File: src/rtl/core/assert_macros.svh
// Assertion helpers for the bit packer block
`ifndef ASSERT_MACROS_SVH
`define ASSERT_MACROS_SVH
// implication checked at every clock edge outside reset
`define ASSERT_IMP(label, clk, rstn, pre, post) \
    label: assert property (@(posedge clk) disable iff (!rstn) (pre) |-> (post)) \
        else $error("assertion failed");
// next-cycle implication
`define ASSERT_NEXT(label, clk, rstn, pre, post) \
    label: assert property (@(posedge clk) disable iff (!rstn) (pre) |=> (post)) \
        else $error("assertion failed");
`endif

File: src/rtl/core/bfpu_pkg.sv
// ----------------------------------------------------------------------------
// bfpu_pkg
// Kinds, bit codes, the L/H pattern and the position width of the bit packer and unpacker.
// ----------------------------------------------------------------------------
package bfpu_pkg;
    localparam logic [2:0] KIND_WRITE = 3'd0;
    localparam logic [2:0] KIND_READ  = 3'd1;
    localparam logic [2:0] KIND_SET   = 3'd2;
    localparam logic [2:0] KIND_GETLH = 3'd3;
    localparam logic [2:0] KIND_FIND  = 3'd4;
    localparam logic [2:0] KIND_NTH   = 3'd5;
    localparam logic [2:0] KIND_PAD   = 3'd6;
    localparam logic [1:0] CODE_ZERO = 2'd0;
    localparam logic [1:0] CODE_ONE  = 2'd1;
    localparam logic [1:0] CODE_L    = 2'd2;
    localparam logic [1:0] CODE_H    = 2'd3;
    localparam logic [7:0] LH_PATTERN = 8'h2b;
    localparam int POS_W = 10;
endpackage

File: src/rtl/core/bit_field_packer_unpacker_top.sv
// ----------------------------------------------------------------------------
// bit_field_packer_unpacker_top
// MSB-first bit store with cursor, field read/write, bit set and L/H test, search and L/H padding.
// ----------------------------------------------------------------------------
// Requests arrive on s_axis (tdata: kind, use_cursor, position, field_length,
// write_value, bit_code, target from the lowest bit up). One result per
// request leaves on m_axis (status, read_data, found, found_position,
// cursor_after). cfg_we/cfg_wdata write bytes_in_use; write it only while no
// request is in flight.
// One shared bit unit walks the store one bit at a time. In each bit visit the
// byte is fetched into a read register, then modified and written back. A
// request makes at most field_length (capped at MAX_FIELD_BITS) plus one
// visits for a field, one for a single bit or an unused kind, and up to the
// bits scanned plus one for a search or pad (at most 513 with the full store).
// The result is registered as the unit leaves its done state for idle, where
// s_axis_tready returns, so a new request is taken only once the last is through.
// A request is accepted whenever the bit unit is idle, even while a result
// still waits; its own result then waits in the unit until the output register
// is taken, so a stalled receiver holds the result and delays the next one.
// Reset (synchronous, aresetn low) clears the store in STORE_BYTES cycles
// during which no request is accepted; the cursor resets to zero and
// bytes_in_use to 64.
// ----------------------------------------------------------------------------
`include "assert_macros.svh"
module bit_field_packer_unpacker_top #(
    parameter int STORE_BYTES = 64,
    parameter int MAX_FIELD_BITS = 64
) (
    input  logic         aclk,
    input  logic         aresetn,
    input  logic         cfg_we,
    input  logic [6:0]   cfg_wdata,
    input  logic         s_axis_tvalid,
    output logic         s_axis_tready,
    // kind[2:0], use_cursor[3], position[13:4], field_length[20:14],
    // write_value[84:21], bit_code[86:85], target[96:87], zero fill
    input  logic [103:0] s_axis_tdata,
    output logic         m_axis_tvalid,
    input  logic         m_axis_tready,
    // status[0], read_data[64:1], found[65], found_position[75:66],
    // cursor_after[85:76], zero fill
    output logic [87:0]  m_axis_tdata
);
    import bfpu_pkg::*;

    localparam int AW = (STORE_BYTES > 1) ? $clog2(STORE_BYTES) : 1;
    localparam int LIM_W = 11;
    localparam logic [2:0] ST_CLR = 3'd0, ST_IDLE = 3'd1, ST_FETCH = 3'd2, ST_RUN = 3'd3,
                           ST_DONE = 3'd4;

    logic [7:0] mem [STORE_BYTES];
    logic [7:0] rdbyte_reg;      // registered store read
    logic [2:0] state_reg;
    logic [AW-1:0] clr_reg;
    logic [6:0] biu_reg;
    logic [POS_W-1:0] cursor_reg;
    logic [POS_W:0] pos_reg;     // current bit, one extra bit for wrap-free compare
    logic [6:0] cnt_reg;         // bits left for field ops
    logic [POS_W:0] nth_reg;
    logic [2:0] kind_reg;
    logic uc_reg;
    logic [63:0] wval_reg, rd_reg;
    logic [1:0] code_reg;
    logic [POS_W-1:0] tgt_reg;
    logic st_reg, fnd_reg;
    logic [POS_W-1:0] fpos_reg;
    logic out_v_reg;
    logic [87:0] out_reg;

    logic [LIM_W-1:0] lim;
    logic [6:0] biu_sat;
    assign biu_sat = (biu_reg > 7'(STORE_BYTES)) ? 7'(STORE_BYTES) : biu_reg;
    assign lim = {1'b0, biu_sat, 3'b000};

    // one bit unit: address, bit select, store byte
    logic [AW-1:0] addr;
    logic [2:0] sh;
    logic cur_bit, pat_bit, beyond;
    logic [POS_W-4:0] byte_idx;
    logic [6:0] cnt_m1;
    assign byte_idx = pos_reg[POS_W-1:3];
    // bytes inside the limit always lie below STORE_BYTES
    assign addr = byte_idx[AW-1:0];
    assign sh = 3'd7 - pos_reg[2:0];
    assign cur_bit = rdbyte_reg[sh];
    assign pat_bit = LH_PATTERN[sh];
    assign beyond = {1'b0, pos_reg} >= 12'(lim);
    assign cnt_m1 = cnt_reg - 7'd1;

    logic done, wr_en, wr_bit;
    logic [POS_W-1:0] cur_next;
    logic [63:0] rd_next;
    logic st_next, fnd_next;
    logic [POS_W-1:0] fpos_next;
    logic [POS_W:0] nth_next;

    always_comb begin
        done = 1'b0; wr_en = 1'b0; wr_bit = 1'b0;
        cur_next = cursor_reg; rd_next = rd_reg; st_next = st_reg;
        fnd_next = fnd_reg; fpos_next = fpos_reg; nth_next = nth_reg;
        case (kind_reg)
            KIND_WRITE, KIND_READ: begin
                if (cnt_reg == 7'd0) begin
                    done = 1'b1;
                end else if (beyond) begin
                    done = 1'b1; st_next = 1'b1;
                    if (kind_reg == KIND_READ) rd_next = '0;
                end else begin
                    if (kind_reg == KIND_WRITE) begin
                        wr_en = 1'b1; wr_bit = wval_reg[cnt_m1[5:0]];
                    end else begin
                        rd_next = {rd_reg[62:0], cur_bit};
                    end
                    cur_next = cursor_reg + 10'd1;
                end
            end
            KIND_SET: begin
                done = 1'b1;
                if (beyond) st_next = 1'b1;
                else begin
                    wr_en = 1'b1;
                    case (code_reg)
                        CODE_ZERO: wr_bit = 1'b0;
                        CODE_ONE:  wr_bit = 1'b1;
                        CODE_L:    wr_bit = pat_bit;
                        default:   wr_bit = ~pat_bit;
                    endcase
                    if (uc_reg) cur_next = pos_reg[POS_W-1:0] + 10'd1;
                end
            end
            KIND_GETLH: begin
                done = 1'b1;
                if (beyond) st_next = 1'b1;
                else begin
                    rd_next = {63'd0, cur_bit == ~pat_bit};
                    if (uc_reg) cur_next = pos_reg[POS_W-1:0] + 10'd1;
                end
            end
            KIND_FIND: begin
                if (code_reg[1] || beyond) done = 1'b1;
                else if (cur_bit == code_reg[0]) begin
                    done = 1'b1; fnd_next = 1'b1; fpos_next = pos_reg[POS_W-1:0];
                end
            end
            KIND_NTH: begin
                if (beyond) done = 1'b1;
                else if (cur_bit) begin
                    nth_next = nth_reg + 11'd1;
                    if (nth_next == {1'b0, tgt_reg}) begin
                        done = 1'b1; fnd_next = 1'b1; fpos_next = pos_reg[POS_W-1:0];
                    end
                end
            end
            KIND_PAD: begin
                if (pos_reg > {1'b0, tgt_reg} || beyond) done = 1'b1;
                else begin
                    wr_en = 1'b1; wr_bit = pat_bit;
                    cur_next = cursor_reg + 10'd1;
                end
            end
            default: done = 1'b1;
        endcase
    end

    logic [POS_W-1:0] start;
    logic [6:0] len_in;
    logic out_load;
    assign start = s_axis_tdata[3] ? cursor_reg : s_axis_tdata[13:4];
    assign len_in = (s_axis_tdata[20:14] > 7'(MAX_FIELD_BITS)) ? 7'(MAX_FIELD_BITS)
                                                               : s_axis_tdata[20:14];
    assign out_load = (state_reg == ST_DONE) && (!out_v_reg || m_axis_tready);
    assign s_axis_tready = (state_reg == ST_IDLE);
    assign m_axis_tvalid = out_v_reg;
    assign m_axis_tdata = out_reg;

    always_ff @(posedge aclk) begin
        if (state_reg == ST_CLR) mem[clr_reg] <= 8'd0;
        else if (state_reg == ST_RUN && wr_en) begin
            mem[addr] <= (rdbyte_reg & ~(8'd1 << sh)) | (8'(wr_bit) << sh);
        end
        rdbyte_reg <= mem[addr];
    end

    always_ff @(posedge aclk) begin
        if (!aresetn) begin
            state_reg <= ST_CLR; clr_reg <= '0; biu_reg <= 7'd64;
            cursor_reg <= '0; out_v_reg <= 1'b0;
        end else begin
            if (cfg_we) biu_reg <= cfg_wdata;
            if (out_load) out_v_reg <= 1'b1;
            else if (m_axis_tready) out_v_reg <= 1'b0;
            case (state_reg)
                ST_CLR: begin
                    clr_reg <= clr_reg + AW'(1);
                    if (clr_reg == AW'(STORE_BYTES - 1)) state_reg <= ST_IDLE;
                end
                ST_IDLE: begin
                    if (s_axis_tvalid) begin
                        kind_reg <= s_axis_tdata[2:0]; uc_reg <= s_axis_tdata[3];
                        pos_reg <= (s_axis_tdata[2:0] == KIND_NTH) ? '0 : {1'b0, start};
                        cnt_reg <= len_in;
                        wval_reg <= s_axis_tdata[84:21]; code_reg <= s_axis_tdata[86:85];
                        tgt_reg <= s_axis_tdata[96:87];
                        rd_reg <= '0; st_reg <= 1'b0; fnd_reg <= 1'b0; fpos_reg <= '0;
                        nth_reg <= '0;
                        if (s_axis_tdata[2:0] == KIND_WRITE || s_axis_tdata[2:0] == KIND_READ
                            || s_axis_tdata[2:0] == KIND_PAD) cursor_reg <= start;
                        state_reg <= ST_FETCH;
                    end
                end
                ST_FETCH: begin
                    state_reg <= ST_RUN;
                end
                ST_RUN: begin
                    cursor_reg <= cur_next; rd_reg <= rd_next; st_reg <= st_next;
                    fnd_reg <= fnd_next; fpos_reg <= fpos_next; nth_reg <= nth_next;
                    pos_reg <= pos_reg + 11'd1;
                    cnt_reg <= (cnt_reg == 7'd0) ? 7'd0 : cnt_reg - 7'd1;
                    // a search running off the end of the index range stops there
                    if (done || (pos_reg == 11'd1023 && (kind_reg == KIND_FIND
                        || kind_reg == KIND_NTH))) state_reg <= ST_DONE;
                    else state_reg <= ST_FETCH;
                end
                ST_DONE: begin
                    if (out_load) begin
                        out_reg <= {2'b00, cursor_reg, fpos_reg, fnd_reg, rd_reg, st_reg};
                        state_reg <= ST_IDLE;
                    end
                end
                default: state_reg <= ST_CLR;
            endcase
        end
    end

    logic in_fire, out_stall;
    assign in_fire = s_axis_tvalid && s_axis_tready;
    assign out_stall = m_axis_tvalid && !m_axis_tready;

    `ASSERT_IMP(a_no_accept_busy, aclk, aresetn, state_reg != ST_IDLE, !s_axis_tready)
    `ASSERT_NEXT(a_accept_runs, aclk, aresetn, in_fire, state_reg == ST_FETCH)
    `ASSERT_NEXT(a_hold, aclk, aresetn, out_stall, m_axis_tvalid && $stable(m_axis_tdata))
endmodule

File: config.mk
export PLATFORM = sky130hd
export DESIGN_NAME = bit_field_packer_unpacker_top
export DESIGN_NICKNAME = d
export VERILOG_FILES = /design/src/rtl/core/bfpu_pkg.sv /design/src/rtl/core/bit_field_packer_unpacker_top.sv
export VERILOG_INCLUDE_DIRS = /design/src /design/src/rtl/core
export SDC_FILE = /design/constraint.sdc
export NUM_CORES = 1
export LEC_CHECK = 0
export BUFFER_PORTS_ARGS = -buffer_cell sky130_fd_sc_hd__buf_2
export CAP_MARGIN = 20
export CORE_ASPECT_RATIO = 1.25
export CORE_MARGIN = 2
export CORE_UTILIZATION = 60
export CTS_CLUSTER_SIZE = 20
export DETAILED_ROUTE_END_ITERATION = 6
export GPL_ROUTABILITY_DRIVEN = 0
export PLACE_DENSITY = 0.87
export SLEW_MARGIN = 20
export SYNTH_ARGS = -nofsm -noshare
export SYNTH_HDL_FRONTEND = slang
export SYNTH_SLANG_ARGS = --single-unit
File: constraint.sdc
create_clock -name aclk -period 10 [get_ports aclk]
set_input_delay 1 -clock aclk [delete_from_list [all_inputs] [get_ports aclk]]
set_output_delay 1 -clock aclk [all_outputs]
set_load 0.1 [all_outputs]
==> run_results.csv <==
group,metric,value,unit
timing,setup_tns,0,ps
timing,slew_violations,0,
yosys,synth_most_common_cell,"edfxtp_1",
global_route,grt_first_pass_wirelength,114,mm
setup_path,crit_path_end_kind,"flip-flop",
pwr,p_per_area,180,mW/mm2
finish,final-seq-area,0.0242,mm2
die,rows,95,
clock_network,htreeDepth,3,
setup_path,critPathRequiredTime,10230,ps
pwr,combPwrFrac,1.3,%
timing,layout_min_cycle_time,4850,ps
pwr,internal_power,0.00540,W
clock_network,cts_buffers,74,
finish,drive_gt1_share,25.9,%
yosys,synth.cells.most_frequent,"edfxtp_1, mux4_2, nor2_1, and2_1, nand2_1",
yosys,synth_warnings,0,
routing,drt_first_pass_iters,7,
die,ios,206,
timing,fin_skew,26.9,ps
yosys,async_reset_ff_share,0,%
clock_network,hold_buffers,0,
run_status,violations,"DRC",
pwr,ir_drop,0.118,mV
timing,hold_viol_final,0,
clock_network,clockBufferDepth,3,
clock_network,clk_pin_slew_worst_paths,60,ps
finish,largest_register,"mem",
pwr,power,0.00668,W
routing,drt_iter0_drc,2146,
routing,wl_per_cell,27.5,um
global_route,overflow,0,
yosys,syn_avg_cell_area,18.4,um2
finish,largest_reg_flops,512,
yosys,synth_seq_area_share,73.6,%
pwr,switching_share,19.2,%
routing,drtAntennaViolNets,0,
setup_path,path_class,"reg -> reg",
finish,fillers,3142,
routing,drc,3,
timing,setup_viol,0,
global_route,grt_pass1_vias,18600,
yosys,ys_top_cells_by_area,"edfxtp_1, mux4_2, dfxtp_1",
global_route,antenna_found_initial,1,
yosys,ys_ff_latch,818,
die,core-area,0.0540,mm2
clock_network,tritoncts,"yes",
setup_path,path_max_fanout,25,
die,die_w,213,um
setup_path,critPathArrivalTime,5080,ps
timing,fmax,206,MHz
setup_path,start_kind,"flip-flop",
timing,rsz0062_at_grt,"no",
yosys,synth_area,0.0329,mm2
global_route,grt_max_degree,87,
yosys,synth_edf_count,783,
clock_network,cts_root_buf,"clkbuf_16",
pwr,power_switching,0.00128,W
die,start_util,61.0,%
placement,io_buffers,196,
timing,fin_crit_sh,48.5,%
pwr,clkPwrFrac,42.9,%
placement,dpl.hpwl,44.6,mm
die,die_h,266,um
pwr,leakagePower,11.4,nW
clock_network,post-cts-setup-buffer-count,0,
run,maxCapViolations,0,
yosys,synthFlopType,"edfxtp_1",
yosys,yosysTopAreaCell,"edfxtp_1",
pwr,p_seq_share,55.8,%
routing,vias,18000,
yosys,synth_top_area_share,71.5,%
routing,via_per_inst,6.46,
yosys,netlist_instances,1787,
clock_network,clock_sinks,818,
clock_network,ctsResizeCount,0,
timing,maxSlewHeadroom,25.9,%
finish,area_delta_synth_final,13.0,%
die,die-area,0.0567,mm2
finish,multi_input_area,0.00833,mm2
yosys,synth_cell_types,67,
clock_network,worstSkewPairLatency,620,ps
routing,wl,76.5,mm
run_status,status,"complete, but fails checks",
worst_hold_path,hp-class,"reg -> reg",
timing,worstMarginPinSlew,1110,ps
global_route,grt_usage,27.5,%
finish,num-nets-final,2145,
==> through the flow <==
stage               hold WS, ps  cell area, um2  worst slack (ps)  utilization (%)  std cells
global route                426           37200              4870             68.9       2782
detailed placement          405           34800              5310             64.4       2653
CTS                         421           37200              5230             68.9       2781
finish                      422           37200              5150             68.9       2782
floorplan                   400           32900              2760                -       1788
global placement            406           34800              5470             64.4       2653
==> final timing paths <==
kind               startpoint               end  slack (ps)  depth (start not counted)
hold / removal    fpos_reg[2]  m_axis_tdata[68]         420                          0
setup / recovery   pos_reg[3]         mem[7][0]        5150                         10
hold reg to reg   fpos_reg[2]  m_axis_tdata[68]         420                          0
setup reg to reg   pos_reg[3]         mem[7][0]        5150                         10
==> logic make-up after synthesis <==
kind of cell             share of synthesized area [%]
AO/OA/AOI/OAI                                     3.13
XOR/XNOR                                          1.30
adder cells (fa/ha/maj)                           1.03
buffers and inverters                             1.51
flip-flops                                        73.6
multiplexers                                      13.6
other                                           0.0114
AND/OR/NAND/NOR                                   5.80
==> layer usage <==
layer / up-vias / global-route usage, % / share of wire, %
li1: 7544 / - / -
met1: 8997 / 33.8 / 35
met2: 1171 / 46.8 / 51
met3: 268 / 5.01 / 8.7
met4: 0 / 14.0 / 5.2
met5: - / 0 / 0
==> final cells by class <==
cell class	instances	area share (%)
Clock buffer	94	5.35
Antenna cell	1	0.00673
Timing Repair Buffer	226	3.25
Inverter	27	0.273
Multi-Input combinational cell	855	22.4
Clock inverter	34	1.11
Tap cell	727	2.45
Sequential cell	818	65.1
==> layout by cell type, fill, tap and decap left out, types with 11 or more instances in the layout <==
cell,n
mux4_2,159
and2_1,65
buf_4,29
mux2_2,19
xnor2_1,26
ha_1,27
nor3_1,11
inv_1,25
xor2_1,22
a21oi_1,28
nand3_1,33
nor2_1,133
clkinv_1,13
clkbuf_1,16
edfxtp_1,783
dfxtp_1,35
mux2i_1,61
nand3b_1,12
buf_2,196
clkbuf_16,76
o21ai_0,34
nor2b_1,11
nand2_1,64
==> power groups by stage <==
stage | clock (W) | sequential, W | combinational, W
finish | 0.00287 | 0.00373 | 0.0000885
global route | 0.00301 | 0.00372 | 0.0000926
CTS | 0.00289 | 0.00373 | 0.0000868
detailed placement | 0 | 0.00380 | 0.0000840
global placement | 0 | 0.00380 | 0.0000799
floorplan | 0 | 0.00379 | 0.0000404
==> worst max-delay path: stages, from the launching register on <==
cell      delay (ps)
edfxtp_1         860
inv_1            340
ha_1             370
nand4b_1          80
a311oi_1         180
nor3_1           410
nand2_1          140
a21oi_2          160
buf_4            370
a41oi_2          610
nor2_1           930
No activity file was read; power rests on OpenSTA's default activity.
